`config.mk`:
```
export PLATFORM = sky130hd
export DESIGN_NAME = window_neighbor_pixel_search
export DESIGN_NICKNAME = d
export VERILOG_FILES = /design/src/hdl/wnps_pkg.sv /design/src/hdl/wnps_reach.sv /design/src/hdl/wnps_scan.sv /design/src/hdl/window_neighbor_pixel_search.sv
export SDC_FILE = /design/constraint.sdc
export NUM_CORES = 1
export LEC_CHECK = 0
export ABC_AREA = 0
export BUFFER_PORTS_ARGS = -buffer_cell sky130_fd_sc_hd__buf_2
export CAP_MARGIN = 20
export CORE_MARGIN = 3
export CORE_UTILIZATION = 60
export CTS_CLUSTER_SIZE = 30
export DETAILED_ROUTE_END_ITERATION = 8
export PLACE_DENSITY_LB_ADDON = 0.2
export SYNTH_ARGS = -nofsm -noshare
export SYNTH_HDL_FRONTEND = slang
export SYNTH_SLANG_ARGS = --single-unit
```
`constraint.sdc`:
```
create_clock -name i_clk -period 21.1 [get_ports i_clk]
set_input_delay 2.11 -clock i_clk [delete_from_list [all_inputs] [get_ports i_clk]]
set_output_delay 2.11 -clock i_clk [all_outputs]
set_load 0.1 [all_outputs]
```
`src/hdl/wnps_pkg.sv`:
```
// shared constants, types and helper functions for the neighbour pixel search
// no dependencies; used by every module of the block
`timescale 1ns / 1ps

package wnps_pkg;

    localparam int REACH      = 3;
    localparam int COORD_BITS = 12;
    localparam int PART_BITS  = COORD_BITS + 1;
    localparam int DIFF_BITS  = COORD_BITS + 2;
    localparam int DIST_BITS  = 8;
    localparam int DIR_BITS   = 2;
    localparam int WIN_SIDE   = 2 * REACH + 1;
    localparam int WIN_BITS   = WIN_SIDE * WIN_SIDE;
    localparam int IW         = $clog2(WIN_SIDE);
    localparam int OW         = IW + 1;

    // heading codes; anything else means no heading
    localparam logic [DIR_BITS-1:0] DIR_NORTH = 2'd0;
    localparam logic [DIR_BITS-1:0] DIR_WEST  = 2'd1;

    // signed offset or reach, -REACH..REACH
    typedef logic signed [OW-1:0] t_off;

    typedef struct packed {
        t_off n;
        t_off s;
        t_off w;
        t_off e;
    } t_reach;

    // band enables: on +x edge, on +y edge, on -x edge
    typedef struct packed {
        logic px;
        logic py;
        logic mx;
    } t_band_en;

    function automatic t_off clip_reach(input logic signed [DIFF_BITS-1:0] d);
        t_off r;
        if (d < 0) begin
            r = '0;
        end else if (d > $signed(DIFF_BITS'(REACH))) begin
            r = OW'(REACH);
        end else begin
            r = OW'(d);
        end
        return r;
    endfunction

    function automatic t_off idx_to_off(input logic [IW-1:0] idx);
        return $signed({1'b0, idx}) - $signed(OW'(REACH));
    endfunction

    // lowest set bit
    function automatic logic [IW-1:0] first_up(input logic [WIN_SIDE-1:0] v);
        logic [IW-1:0] idx;
        idx = '0;
        for (int k = WIN_SIDE - 1; k >= 0; k--) begin
            if (v[k]) begin
                idx = IW'(k);
            end
        end
        return idx;
    endfunction

    // highest set bit
    function automatic logic [IW-1:0] first_down(input logic [WIN_SIDE-1:0] v);
        logic [IW-1:0] idx;
        idx = '0;
        for (int k = 0; k < WIN_SIDE; k++) begin
            if (v[k]) begin
                idx = IW'(k);
            end
        end
        return idx;
    endfunction

endpackage

```
`src/hdl/wnps_reach.sv`:
```
// reach towards each side: partition distance clipped, then heading adjustment
// depends on wnps_pkg
`timescale 1ns / 1ps

module wnps_reach (
    input  logic [wnps_pkg::COORD_BITS-1:0] i_pix_x,
    input  logic [wnps_pkg::COORD_BITS-1:0] i_pix_y,
    input  logic [wnps_pkg::COORD_BITS-1:0] i_part_min_x,
    input  logic [wnps_pkg::COORD_BITS-1:0] i_part_min_y,
    input  logic [wnps_pkg::PART_BITS-1:0]  i_part_max_x,
    input  logic [wnps_pkg::PART_BITS-1:0]  i_part_max_y,
    input  logic [wnps_pkg::DIR_BITS-1:0]   i_direction,
    input  logic [wnps_pkg::DIST_BITS-1:0]  i_distance,
    output wnps_pkg::t_reach                o_reach
);

    logic signed [wnps_pkg::DIFF_BITS-1:0] d_n, d_s, d_w, d_e;
    wnps_pkg::t_off dist_c, base_n, base_s, base_w, base_e;

    always_comb begin
        d_n = $signed({2'b00, i_pix_y}) - $signed({2'b00, i_part_min_y});
        d_s = $signed({1'b0, i_part_max_y}) - $signed(wnps_pkg::DIFF_BITS'(1))
              - $signed({2'b00, i_pix_y});
        d_w = $signed({2'b00, i_pix_x}) - $signed({2'b00, i_part_min_x});
        d_e = $signed({1'b0, i_part_max_x}) - $signed(wnps_pkg::DIFF_BITS'(1))
              - $signed({2'b00, i_pix_x});

        base_n = wnps_pkg::clip_reach(d_n);
        base_s = wnps_pkg::clip_reach(d_s);
        base_w = wnps_pkg::clip_reach(d_w);
        base_e = wnps_pkg::clip_reach(d_e);

        if (i_distance > wnps_pkg::DIST_BITS'(wnps_pkg::REACH)) begin
            dist_c = wnps_pkg::OW'(wnps_pkg::REACH);
        end else begin
            dist_c = wnps_pkg::OW'(i_distance);
        end

        o_reach.n = base_n;
        o_reach.w = base_w;
        o_reach.s = base_s;
        o_reach.e = base_e;
        // a heading with a step sets the opposite reach to step - 1 - the reach ahead, may go negative
        if (dist_c != '0) begin
            if (i_direction == wnps_pkg::DIR_NORTH) begin
                o_reach.s = dist_c - $signed(wnps_pkg::OW'(1)) - base_n;
            end
            if (i_direction == wnps_pkg::DIR_WEST) begin
                o_reach.e = dist_c - $signed(wnps_pkg::OW'(1)) - base_w;
            end
        end
    end

endmodule

```
`src/hdl/wnps_scan.sv`:
```
// band masking and two-level priority pick over the bitmap window
// depends on wnps_pkg
`timescale 1ns / 1ps

module wnps_scan (
    input  logic [wnps_pkg::WIN_BITS-1:0] i_window,
    input  wnps_pkg::t_reach              i_reach,
    input  wnps_pkg::t_band_en            i_band_en,
    output logic                          o_found,
    output wnps_pkg::t_off                o_dx,
    output wnps_pkg::t_off                o_dy
);

    logic [wnps_pkg::WIN_SIDE-1:0] win_row [wnps_pkg::WIN_SIDE];
    logic [wnps_pkg::WIN_SIDE-1:0] col_a, col_b, col_c;
    logic [wnps_pkg::WIN_SIDE-1:0] hit_a, hit_b, hit_c;
    logic [wnps_pkg::IW-1:0] fc_a [wnps_pkg::WIN_SIDE];
    logic [wnps_pkg::IW-1:0] fc_b [wnps_pkg::WIN_SIDE];
    logic [wnps_pkg::IW-1:0] fc_c [wnps_pkg::WIN_SIDE];
    logic [wnps_pkg::IW-1:0] ra, rb, rc;
    wnps_pkg::t_off off;

    always_comb begin
        // column ranges are the same for every row
        for (int i = 0; i < wnps_pkg::WIN_SIDE; i++) begin
            off      = wnps_pkg::idx_to_off(wnps_pkg::IW'(i));
            col_a[i] = (off > 0) && (off <= i_reach.e);
            col_b[i] = (off >= -i_reach.w) && (off <= i_reach.e);
            col_c[i] = (off >= -i_reach.w) && (off < 0);
        end
        for (int r = 0; r < wnps_pkg::WIN_SIDE; r++) begin
            off        = wnps_pkg::idx_to_off(wnps_pkg::IW'(r));
            win_row[r] = i_window[r*wnps_pkg::WIN_SIDE +: wnps_pkg::WIN_SIDE];
            hit_a[r]   = i_band_en.px && (off >= -i_reach.n) && (off <= i_reach.s)
                         && |(win_row[r] & col_a);
            hit_b[r]   = i_band_en.py && (off > 0) && (off <= i_reach.s)
                         && |(win_row[r] & col_b);
            hit_c[r]   = i_band_en.mx && (off >= -i_reach.n) && (off <= i_reach.s)
                         && |(win_row[r] & col_c);
            // +x band runs right to left, the others left to right
            fc_a[r]    = wnps_pkg::first_down(win_row[r] & col_a);
            fc_b[r]    = wnps_pkg::first_up(win_row[r] & col_b);
            fc_c[r]    = wnps_pkg::first_up(win_row[r] & col_c);
        end
        // +y band runs bottom to top, the others top to bottom
        ra = wnps_pkg::first_up(hit_a);
        rb = wnps_pkg::first_down(hit_b);
        rc = wnps_pkg::first_up(hit_c);

        o_found = 1'b1;
        if (|hit_a) begin
            o_dx = wnps_pkg::idx_to_off(fc_a[ra]);
            o_dy = wnps_pkg::idx_to_off(ra);
        end else if (|hit_b) begin
            o_dx = wnps_pkg::idx_to_off(fc_b[rb]);
            o_dy = wnps_pkg::idx_to_off(rb);
        end else if (|hit_c) begin
            o_dx = wnps_pkg::idx_to_off(fc_c[rc]);
            o_dy = wnps_pkg::idx_to_off(rc);
        end else begin
            o_found = 1'b0;
            o_dx    = '0;
            o_dy    = '0;
        end
    end

endmodule

```
`src/hdl/window_neighbor_pixel_search.sv`:
```
// top level of the neighbour pixel search: request register, search logic, result register
// depends on wnps_pkg, wnps_reach and wnps_scan
// an accepted request is held in the request register and moves into the result register once that is free
// throughput: one request per cycle while the result channel does not stall
// a held result does not block the request register, so one more request is taken
// reset (synchronous, active low) clears both valid flags; payload registers are not reset
`timescale 1ns / 1ps

module window_neighbor_pixel_search (
    input  logic                            i_clk,
    input  logic                            i_rst_n,
    // request channel
    input  logic                            i_valid,
    output logic                            o_stall,
    input  logic [wnps_pkg::WIN_BITS-1:0]   i_window,
    input  logic [wnps_pkg::COORD_BITS-1:0] i_pix_x,
    input  logic [wnps_pkg::COORD_BITS-1:0] i_pix_y,
    input  logic [wnps_pkg::COORD_BITS-1:0] i_part_min_x,
    input  logic [wnps_pkg::COORD_BITS-1:0] i_part_min_y,
    input  logic [wnps_pkg::PART_BITS-1:0]  i_part_max_x,
    input  logic [wnps_pkg::PART_BITS-1:0]  i_part_max_y,
    input  logic [wnps_pkg::COORD_BITS-1:0] i_box_min_x,
    input  logic [wnps_pkg::COORD_BITS-1:0] i_box_max_x,
    input  logic [wnps_pkg::COORD_BITS-1:0] i_box_max_y,
    input  logic [wnps_pkg::DIR_BITS-1:0]   i_direction,
    input  logic [wnps_pkg::DIST_BITS-1:0]  i_distance,
    // result channel
    output logic                            o_valid,
    input  logic                            i_stall,
    output logic                            o_found,
    output logic [wnps_pkg::COORD_BITS-1:0] o_result_x,
    output logic [wnps_pkg::COORD_BITS-1:0] o_result_y
);

    // request register
    logic                            r_in_valid, n_in_valid;
    logic [wnps_pkg::WIN_BITS-1:0]   r_window;
    logic [wnps_pkg::COORD_BITS-1:0] r_pix_x, r_pix_y;
    logic [wnps_pkg::COORD_BITS-1:0] r_part_min_x, r_part_min_y;
    logic [wnps_pkg::PART_BITS-1:0]  r_part_max_x, r_part_max_y;
    logic [wnps_pkg::COORD_BITS-1:0] r_box_min_x, r_box_max_x, r_box_max_y;
    logic [wnps_pkg::DIR_BITS-1:0]   r_direction;
    logic [wnps_pkg::DIST_BITS-1:0]  r_distance;

    // result register
    logic                            r_out_valid, n_out_valid;
    logic                            r_found, n_found;
    logic [wnps_pkg::COORD_BITS-1:0] r_res_x, n_res_x;
    logic [wnps_pkg::COORD_BITS-1:0] r_res_y, n_res_y;

    logic                            take_in;   // request accepted this cycle
    logic                            out_free;  // result register can load
    wnps_pkg::t_reach                reach;
    wnps_pkg::t_band_en              band_en;
    logic                            scan_found;
    wnps_pkg::t_off                  scan_dx, scan_dy;

    // handshake: the request register stalls only when it is full and the
    // result register is holding a result that is itself stalled
    assign out_free = !r_out_valid || !i_stall;
    assign o_stall  = r_in_valid && !out_free;
    assign take_in  = i_valid && !o_stall;

    always_comb begin
        n_in_valid  = o_stall ? r_in_valid : i_valid;
        n_out_valid = out_free ? r_in_valid : r_out_valid;
    end

    // reach to each side after partition clipping and heading adjustment
    wnps_reach u_reach (
        .i_pix_x      (r_pix_x),
        .i_pix_y      (r_pix_y),
        .i_part_min_x (r_part_min_x),
        .i_part_min_y (r_part_min_y),
        .i_part_max_x (r_part_max_x),
        .i_part_max_y (r_part_max_y),
        .i_direction  (r_direction),
        .i_distance   (r_distance),
        .o_reach      (reach)
    );

    // a band is only searched when the pixel sits on that box edge
    always_comb begin
        band_en.px = (r_pix_x == r_box_max_x);
        band_en.py = (r_pix_y == r_box_max_y);
        band_en.mx = (r_pix_x == r_box_min_x);
    end

    wnps_scan u_scan (
        .i_window  (r_window),
        .i_reach   (reach),
        .i_band_en (band_en),
        .o_found   (scan_found),
        .o_dx      (scan_dx),
        .o_dy      (scan_dy)
    );

    // offsets are zero when nothing is found, so the centre pixel comes back;
    // coordinates wrap to the coordinate width
    always_comb begin
        n_found = scan_found;
        n_res_x = r_pix_x + {{(wnps_pkg::COORD_BITS - wnps_pkg::OW){scan_dx[wnps_pkg::OW-1]}},
                             scan_dx};
        n_res_y = r_pix_y + {{(wnps_pkg::COORD_BITS - wnps_pkg::OW){scan_dy[wnps_pkg::OW-1]}},
                             scan_dy};
    end

    always_ff @(posedge i_clk) begin
        if (!i_rst_n) begin
            r_in_valid  <= 1'b0;
            r_out_valid <= 1'b0;
        end else begin
            r_in_valid  <= n_in_valid;
            r_out_valid <= n_out_valid;
        end
    end

    always_ff @(posedge i_clk) begin
        if (take_in) begin
            r_window     <= i_window;
            r_pix_x      <= i_pix_x;
            r_pix_y      <= i_pix_y;
            r_part_min_x <= i_part_min_x;
            r_part_min_y <= i_part_min_y;
            r_part_max_x <= i_part_max_x;
            r_part_max_y <= i_part_max_y;
            r_box_min_x  <= i_box_min_x;
            r_box_max_x  <= i_box_max_x;
            r_box_max_y  <= i_box_max_y;
            r_direction  <= i_direction;
            r_distance   <= i_distance;
        end
    end

    always_ff @(posedge i_clk) begin
        if (out_free && r_in_valid) begin
            r_found <= n_found;
            r_res_x <= n_res_x;
            r_res_y <= n_res_y;
        end
    end

    assign o_valid    = r_out_valid;
    assign o_found    = r_found;
    assign o_result_x = r_res_x;
    assign o_result_y = r_res_y;

    // stall is raised only with both registers full and the result held
    a_stall_cause: assert property (@(posedge i_clk) disable iff (!i_rst_n)
        o_stall |-> (r_in_valid && r_out_valid && i_stall))
        else $error("request stall without a held result");

    // a pending request moves into the result register when it is free
    a_advance: assert property (@(posedge i_clk) disable iff (!i_rst_n)
        (r_in_valid && out_free) |=> o_valid)
        else $error("pending request lost on its way to the result register");

    // an accepted request always lands in the request register
    a_accept: assert property (@(posedge i_clk) disable iff (!i_rst_n)
        take_in |=> r_in_valid)
        else $error("accepted request not held");

endmodule

```
# Word-level counts from Yosys, hierarchy flattened
# Index checks and enable logic that the tools add are counted.
# totals
ramBits,0
memories,0
out_inout_bits,27
word_cells,376
input_bits,173
latchBits,0
romBits,0
regBits,196
# classes
n_eq_ne,4
div_mod_pow,0
multipliers,0
reduce_logical,86
n_bitwise,24
magnitude_cmp,40
muxes,186
shifts,0
add_sub_neg,19
# ops
operator,count
2-to-1 mux 3 bit,144
OR reduction 7 bit,19
bitwise AND 7 bit,14
2-to-1 mux 4 bit,19
logical AND 1 bit,58
bitwise AND 7 x 3 -> 7 bit,7
== test 12 bit,3
"greater-than comparator 14 x 3 -> 1 bit, second input constant",2
"less-than comparator 14 x 1 -> 1 bit, second input constant",2
"subtractor 13 x 1 -> 14 bit, second input constant",2
subtractor 14 x 13 -> 14 bit,2
binary-select mux 3 bit (select 3 bit),3
"greater-than comparator 13 x 3 -> 1 bit, second input constant",2
"less-than comparator 13 x 1 -> 1 bit, second input constant",2
subtractor 12 x 12 -> 13 bit,2
adder 12 bit,2
"greater-or-equal comparator 3 x 4 -> 1 bit, first input constant",6
"<= comparator 3 x 4 -> 1 bit, first input constant",6
2-to-1 mux 2 bit,12
"subtractor 3 x 2 -> 4 bit, second input constant",6
"greater-or-equal comparator 1 x 4 -> 1 bit, first input constant",4
"greater-or-equal comparator 2 x 4 -> 1 bit, first input constant",4
"<= comparator 1 x 4 -> 1 bit, first input constant",4
"<= comparator 2 x 4 -> 1 bit, first input constant",4
14 further kinds,30

# Depth between registers and ports, before layout
# Gate-level depths: netlist (run 1).
# depth
depth_word,26
depth_mapped,46

# Hierarchy
# From an unflattened synthesis (run 1), not the netlist that was laid out.
# unflattened
hier_cells,1165
area_unflattened_um2,12776.0
# modules_own_cells
mod,instances,area_per_inst_um2,cells_per_inst
window_neighbor_pixel_search,1,7297.0,368
wnps_reach,1,3078.0,432
wnps_scan,1,2401.1,365

# Worst setup path after synthesis (run 1)
# OpenSTA, ideal clock, no wires.
# synth_path
path_kind,input -> register
start,in i_stall
end,reg r_box_max_x[0] (netlist bit) (enable)
stages,2
setup_time_ns,0.710
slack_ns,10.335
arrival_ns,10.055
cell_sequence,and3_1 nor2b_1
# synth_between
elab_chain_len,6
# synth_rtl
element,line,source
start: declaration,window_neighbor_pixel_search.sv:29,"input logic i_stall,"
zero test 1 bit,window_neighbor_pixel_search.sv:60,assign out_free = !r_out_valid || !i_stall;
logical OR 1 bit,window_neighbor_pixel_search.sv:60,
zero test 1 bit,window_neighbor_pixel_search.sv:61,assign o_stall = r_in_valid && !out_free;
logical AND 1 bit,window_neighbor_pixel_search.sv:61,
zero test 1 bit,window_neighbor_pixel_search.sv:62,assign take_in = i_valid && !o_stall;
logical AND 1 bit,window_neighbor_pixel_search.sv:62,
via take_in,window_neighbor_pixel_search.sv:51,logic take_in;
end signal: assignment,window_neighbor_pixel_search.sv:128,r_box_max_x <= i_box_max_x;
end: declaration,window_neighbor_pixel_search.sv:41,"logic [wnps_pkg::COORD_BITS-1:0] r_box_min_x, r_box_max_x, r_box_max_y;"
# The timed path passes the listed nets, and every way through them passes these cells.
# A chain may end at the register's enable or synchronous reset.

# Worst setup path in the final report (run 1)
# layout_path
start,reg r_pix_y[0] (netlist bit)
end,"reg r_res_x (netlist bit o_result_x[11]), data pin"
# layout_between
elab_chain_len,26
elab_cells_between_ends,116
classes_between,add/sub: 8; order compare: 18; eq/ne: 1; mux: 35; bitwise: 3; reduce/logical: 51
# layout_rtl
element,line,source
start: declaration,window_neighbor_pixel_search.sv:38,"logic [wnps_pkg::COORD_BITS-1:0] r_pix_x, r_pix_y;"
start signal: assignment,window_neighbor_pixel_search.sv:122,r_pix_y <= i_pix_y;
subtractor 12 x 12 -> 13 bit,wnps_reach.sv:21,"d_n = $signed({2'b00, i_pix_y}) - $signed({2'b00, i_part_min_y});"
greater-than comparator 13 x 3 -> 1 bit,wnps_pkg.sv:43,end else if (d > $signed(DIFF_BITS'(REACH))) begin
2-to-1 mux 4 bit,wnps_pkg.sv:43,
2-to-1 mux 4 bit,wnps_pkg.sv:41,if (d < 0) begin
subtractor 4 bit,wnps_reach.sv:46,o_reach.s = dist_c - $signed(wnps_pkg::OW'(1)) - base_n;
2-to-1 mux 4 bit,wnps_reach.sv:45,if (i_direction == wnps_pkg::DIR_NORTH) begin
2-to-1 mux 4 bit,wnps_reach.sv:44,if (dist_c != '0) begin
<= comparator 3 x 4 -> 1 bit,"wnps_scan.sv:34, wnps_scan.sv:36, wnps_scan.sv:38",
[... 10 more ...],n/a,
binary-select mux 3 bit (select 3 bit),wnps_scan.sv:58,o_dx = wnps_pkg::idx_to_off(fc_c[rc]);
2-to-1 mux 3 bit (not written as such) (2 in series),wnps_scan.sv:58,
subtractor 3 x 2 -> 4 bit,wnps_pkg.sv:52,"return $signed({1'b0, idx}) - $signed(OW'(REACH));"
2-to-1 mux 4 bit,wnps_scan.sv:57,end else if (|hit_c) begin
2-to-1 mux 4 bit,wnps_scan.sv:54,end else if (|hit_b) begin
2-to-1 mux 4 bit *,wnps_scan.sv:51,if (|hit_a) begin
adder 12 bit *,window_neighbor_pixel_search.sv:102,"n_res_x = r_pix_x + {{(wnps_pkg::COORD_BITS - wnps_pkg::OW){scan_dx[wnps_pkg::OW-1]}},"
via n_res_x (one bit),window_neighbor_pixel_search.sv:48,"logic [wnps_pkg::COORD_BITS-1:0] r_res_x, n_res_x;"
end signal: assignment,window_neighbor_pixel_search.sv:138,r_res_x <= n_res_x;
end: declaration,window_neighbor_pixel_search.sv:48,
# The timed path passes the listed nets; every way through them passes the cells marked *. The select of a mux whose other input is x is not followed.

==> metrics.md, run 1 <==
| Metric | Value |
|---|---|
| Run status | finished, final reports clean |
| Synth top area share | 0.446 |
| Share of layout cells above drive strength 1 | 0.197 |
| Most frequent CP cell | o21ai_0 |
| Die W | 152 um |
| Largest net degree at the start of global routing | 82 |
| MaxCap Viol Count | 0 |
| Via density | 6.19 |
| Root Driver | clkbuf_16 |
| Compound-gate portion of the synthesized area | 0.197 |
| FFs w/ async S/R, synth | 0 |
| Final Non-Filler Cells | 1722 |
| Layout Area Growth over Synthesis | 15.1% |
| Final WS setup | 10.61 ns |
| Switch share | 0.336 |
| Pre-Repair DR Iteration Count | 8 |
| Area contributors post-synth | edfxtp_1 (45%), ha_1 (8.9%), xnor2_1 (4.2%) |
| CTS resizes | 0 |
| CP required | 21.28 ns |
| Filler cell count | 1538 |
| Top cells by instance count after synthesis | edfxtp_1 (191), nand2_1 (107), inv_1 (96) |
| Cells on worst reg2reg path | 44 |
| Clock sink count | 193 |
| First-pass GRT wire length | 55.1 mm |
| Worst r2r dst | o_result_x[11] |
| DR vias | 10700 |
| Max-slew violation count | 0 |
| Delay of the slowest critical-path stage | 0.55 ns |
| Gr usage total | 0.296 |
| CP max stage cell | o21ai_0 |
| Drt wl/cell | 20.3 um |
| Crit Reg-Reg Startpoint | r_pix_y[0] |
| Critical path fanouts, max | 5 |
| H-tree levels | 4 |
| CTS Buf Count | 17 |
| Post-Route WL | 35.0 mm |
| CP arrival | 10.68 ns |
| Synthesized area | 12900 sq um |
| Seq pwr share | 0.434 |
| CP Capture Type | flip-flop |
| Die area | 23200 sq um |
| Clk_skew | 0.0126 ns |
| Ports | 200 |
| Dpl ws | 10.80 ns |
| Vias in the first global route | 10600 |
| Slew @ Worst Pin | 1.04 ns |
| Main synth FF type | edfxtp_1 |
| Seq/Total Area, Yosys | 0.449 |
| Synth area leader | edfxtp_1 |
| Post-DP Area | 14100 sq um |
| Clk pwr share | 0.328 |
| Slew HR | 0.306 |
| Core area | 20600 sq um |
| Crit path time final | 10.49 ns |
| Height of the die | 152 um |
| Final hold violation count | 0 |
| Clock-pin slew on the worst setup and hold paths | 0.09 ns |
| Initial Util | 0.624 |
| Post-Syn Area per Cell | 10.4 sq um |
| Hold Crit Class | reg2reg |
| Gpl congestion | 0.975 |
| Worst VDD drop | 0.0638 mV |
| Number of flops mapped to enable cells by yosys | 191 |
| Hold Slack | 0.529 ns |
| Final setup vio count | 0 |
| Post-synthesis cell type count | 92 |
| Postcts setup bufs | 0 |
| Final Util | 0.718 |
| Syn Inst Count | 1238 |
| Initial drt markers | 838 |
| Comb pwr share | 0.238 |
| Crit path from | r_pix_y[0] |
| Fmax | 95.3 MHz |
| P_int | 0.707 mW |
| # port buffers | 196 |
| Max Root-Sink Buffers | 2 |
| Worst Hold Depth | 2 |
| RSZ-0062 raised after global routing | no |
| Synthesized flop and latch total | 193 |
| Synth Area in Simple Gates | 0.150 |
| Most numerous cell in the Yosys netlist | edfxtp_1 |
| Worst R2R Setup Slack | 10.61 ns |
| Period utilisation layout | 0.497 |
| Nets@finish | 1709 |
| Pleak | 6.07 nW |
| Hold-fix buffers, CTS | 0 |
| Worst skew pair latency | 0.45 ns |
| Ys Warns | 0 |
| Mux contribution to synthesized area | 0.0161 |
| Final total power | 1.07 mW |
| Rows | 52 |
| Sum of negative setup slack | 0 ns |
| Remaining DRCs | 0 |
| Worst Setup Start Kind | flip-flop |
| DRT antenna net count | 0 |
| Main combinational cell family by area after synthesis | compound AO/OA/AOI/OAI gates |
| PwrDens | 72.0 nW/um^2 |
| Worst setup path end | o_result_x[11] |
| Critical path class | reg2reg |
| Dpl cells | 1688 |
| Synth Area in Adders | 0.101 |
| Switching Power | 0.358 mW |
| Hpwl dp | 26.7 mm |
| CTS tree | built |
| Grt total ovfl | 0 |
| Final Cell Area | 14800 sq um |
| Initial antenna violation count | 8 |
| XOR/XNOR Fraction of Synth Area | 0.0504 |
## cell type report
cell class	instances	area, sq um	area share
flip-flops and latches	193	5780	0.390
inverters	96	360	0.0243
multi-input cells	928	6650	0.449
diodes	2	5.00	0.000338
clock buffers	17	425	0.0287
repair buffers	201	1020	0.0688
well taps	270	338	0.0228
clock inverters	15	231	0.0156
## state kept, by name, indices dropped and copies added, names as in the netlist
signal / flops
o_result_y: 12
r_box_min_x: 12
o_found: 1
r_pix_y: 12
r_in_valid: 1
r_direction: 2
r_part_max_x: 13
o_valid: 1
r_distance: 8
r_window: 46
o_result_x: 12
r_box_max_x: 12
r_pix_x: 12
r_part_min_y: 12
r_box_max_y: 12
r_part_max_y: 13
r_part_min_x: 12
## worst max-delay path, delay by kind of cell, from the launching register on
kind,cells,cell delay (ns)
DFF,1,0.47
buffers and inverters,3,0.39
xor gates and xnor gates,3,0.47
adders and majority gates,5,1.58
AOI/OAI and AO/OA,18,4.22
and+or+nand+nor,15,3.07
## logic make-up after synthesis
group                      Yosys count
muxes                               20
other                                1
DFF                                193
and+or+nand+nor                    374
xor gates and xnor gates            74
adders and majority gates           99
AOI/OAI and AO/OA                  359
buffers and inverters              118
## cells in the final DEF, fill, tap and decap left out, types with 15 or more instances in the layout
cell and count:
a211oi_1 15, a21o_1 16, a21oi_1 77, buf_2 196
clkbuf_16 17, edfxtp_1 191, ha_1 91, inv_1 96
mux2i_1 15, nand2_1 107, nand2b_1 29, nand3_1 30
nand4_1 18, nor2_1 82, nor3_1 17, o211ai_1 19
o21a_1 15, o21ai_0 70, xnor2_1 62
## per-layer routing
metal / GRT usage / part of all wire
met5: 0 / 0.0020
met4: 0.0903 / 0.027
met3: 0.0971 / 0.099
met2: 0.496 / 0.48
met1: 0.368 / 0.39
## power groups by stage
stage | registers [mW] | logic, mW | clock network, mW
final | 0.462 | 0.254 | 0.349
after global placement | 0.470 | 0.241 | 0
after global routing | 0.464 | 0.277 | 0.372
after floorplan | 0.484 | 0.166 | 0
after CTS | 0.462 | 0.249 | 0.354
after detailed placement | 0.470 | 0.246 | 0
## worst min-delay path by stage
stage / start / endpoint / slack, ns
after floorplan: r_in_valid / o_valid / 0.47
after global placement: r_in_valid / o_valid / 0.48
after detailed placement: r_in_valid / o_valid / 0.51
after CTS: r_in_valid / o_valid / 0.53
after global routing: r_in_valid / o_valid / 0.57
final: r_in_valid / o_valid / 0.53
(Power assumes the default switching activity.)
==> run 2, diff against run 1 <==
--- a/config.mk
+++ b/config.mk
@@ -9,7 +9,7 @@
 export BUFFER_PORTS_ARGS = -buffer_cell sky130_fd_sc_hd__buf_2
 export CAP_MARGIN = 20
 export CORE_MARGIN = 3
-export CORE_UTILIZATION = 60
+export CORE_UTILIZATION = 58
 export CTS_CLUSTER_SIZE = 30
 export DETAILED_ROUTE_END_ITERATION = 8
 export PLACE_DENSITY_LB_ADDON = 0.2
==> constraint.sdc (replaced) <==
create_clock -name i_clk -period 10.74 [get_ports i_clk]
set_input_delay 1.074 -clock i_clk [delete_from_list [all_inputs] [get_ports i_clk]]
set_output_delay 1.074 -clock i_clk [all_outputs]
set_load 0.1 [all_outputs]
==> metrics.md, run 2 (synthesis results as in run 1) <==
| Metric | Value |
|---|---|
| Initial antenna violation count | 10 |
| Grt total ovfl | 0 |
| Die W | 155 um |
| Nets@finish | 1713 |
| Worst VDD drop | 0.127 mV |
| Final WS setup | 0.708 ns |
| Crit path time final | 10.03 ns |
| H-tree levels | 4 |
| Most frequent CP cell | a21oi_1 |
| Root Driver | clkbuf_16 |
| Worst Setup Start Kind | flip-flop |
| Filler cell count | 1631 |
| Clk_skew | 0.0133 ns |
| Dpl ws | 0.528 ns |
| Most flops, register | r_window |
| Vias in the first global route | 10500 |
| Share of layout cells above drive strength 1 | 0.200 |
| Via density | 6.16 |
| DR vias | 10700 |
| Sum of negative setup slack | 0 ns |
| Hold-fix buffers, CTS | 0 |
| Largest net degree at the start of global routing | 83 |
| Critical path class | reg2reg |
| Initial drt markers | 960 |
| Final hold violation count | 0 |
| Run status | finished, final reports clean |
| Final Non-Filler Cells | 1732 |
| Drt wl/cell | 19.9 um |
| Gr usage total | 0.287 |
| PwrDens | 141 nW/um^2 |
| Rows | 53 |
| Worst skew pair latency | 0.45 ns |
| Gpl congestion | 1.00 |
| Initial Util | 0.600 |
| Slew @ Worst Pin | 0.991 ns |
| Pre-Repair DR Iteration Count | 5 |
| Die area | 24000 sq um |
| # port buffers | 196 |
| Height of the die | 155 um |
| Hpwl dp | 26.7 mm |
| Pleak | 6.09 nW |
| First-pass GRT wire length | 54.1 mm |
| Layout Area Growth over Synthesis | 15.4% |
| Hold Crit Class | reg2reg |
| Remaining DRCs | 0 |
| DRT antenna net count | 0 |
| CTS Buf Count | 17 |
| Ports | 200 |
| CP Capture Type | flip-flop |
| Most common cell after layout, fill and taps aside | buf_2 |
| CP max stage cell | fa_1 |
| CP required | 10.94 ns |
| Post-Route WL | 34.4 mm |
| Max FFs per register | 46 |
| Postcts setup bufs | 0 |
| Final setup vio count | 0 |
| Dpl cells | 1697 |
| Critical path fanouts, max | 10 |
| Fmax | 99.7 MHz |
| MaxCap Viol Count | 0 |
| Core area | 21400 sq um |
| Max Root-Sink Buffers | 2 |
| Max-slew violation count | 0 |
| CTS tree | built |
| Slew HR | 0.334 |
| Delay of the slowest critical-path stage | 0.58 ns |
| Top Registers | r_window x46, r_part_max_x x13, r_part_max_y x13 |
| Most frequent cells in the layout | buf_2 (196), edfxtp_1 (191), nand2_1 (107) |
| Final total power | 2.09 mW |
| Period utilisation layout | 0.934 |
| Clock-pin slew on the worst setup and hold paths | 0.08 ns |
| CP arrival | 10.23 ns |
| Clock sink count | 193 |
## run 2: cell count changes in the layout (fill, tap and decap cells not counted), moves of 2 or more
cell      previous run  this run
buf_4                5         9
clkinv_8             7         5
inv_16               2         0
inv_6                1         3
o21ai_0             70        68
## run 2: final cells by class
type                    instances  area, sq um  area share
diodes                          3         7.51    0.000506
multi-input cells             928         6660       0.449
clock inverters                15          218      0.0147
flip-flops and latches        193         5780       0.389
repair buffers                205         1050      0.0706
well taps                     275          344      0.0232
clock buffers                  17          425      0.0287
inverters                      96          360      0.0243
## run 2: per-layer routing
metal / up-vias / track usage / wire length, um / part of all wire
met1: 5012 / 0.358 / 13500 / 0.39
li1: 5086 / - / - / -
met3: 86 / 0.0765 / 2970 / 0.086
met5: - / 0 / 107 / 0.0031
met2: 471 / 0.490 / 16900 / 0.49
met4: 16 / 0.0913 / 967 / 0.028
## run 2: critical path, delay by kind of cell, from the launching register on
kind	cells	cell delay [ns]
simple gates	11	1.92
flops	1	0.53
buf+inv	1	0.13
fa+ha+maj	6	2.04
xor+xnor	2	0.25
mux	1	0.30
compound gates	20	4.60
## run 2: what timing repair did
action                     CTS  global route
hold endpoints to repair     0             0
setup endpoints to repair    0             3
resized for setup            0             5
## run 2: report_power, final
part | internal (mW) | total [mW] | switching (mW)
Sequential | 0.877 | 0.907 | 0.0296
Combinational | 0.184 | 0.500 | 0.316
Clock | 0.344 | 0.682 | 0.337
## run 2: worst paths after layout
path                   start             end  slack, ns  cells past startpoint
hold reg to reg   r_in_valid         o_valid       0.50                      2
hold / removal    r_in_valid         o_valid       0.50                      2
setup / recovery  r_pix_x[0]  o_result_x[11]       0.71                     41
setup reg to reg  r_pix_x[0]  o_result_x[11]       0.71                     41
## run 2: per-stage QoR
| stage | area, sq um | utilization | hold WS [ns] |
|---|---|---|---|
| 2_1_floorplan | 12900 | - | 0.466 |
| 3_3_place_gp | 14200 | 0.662 | 0.481 |
| 3_5_place_dp | 14200 | 0.662 | 0.491 |
| 4_1_cts | 14800 | 0.692 | 0.511 |
| 5_1_grt | 14800 | 0.693 | 0.529 |
| 6_report | 14800 | 0.693 | 0.505 |
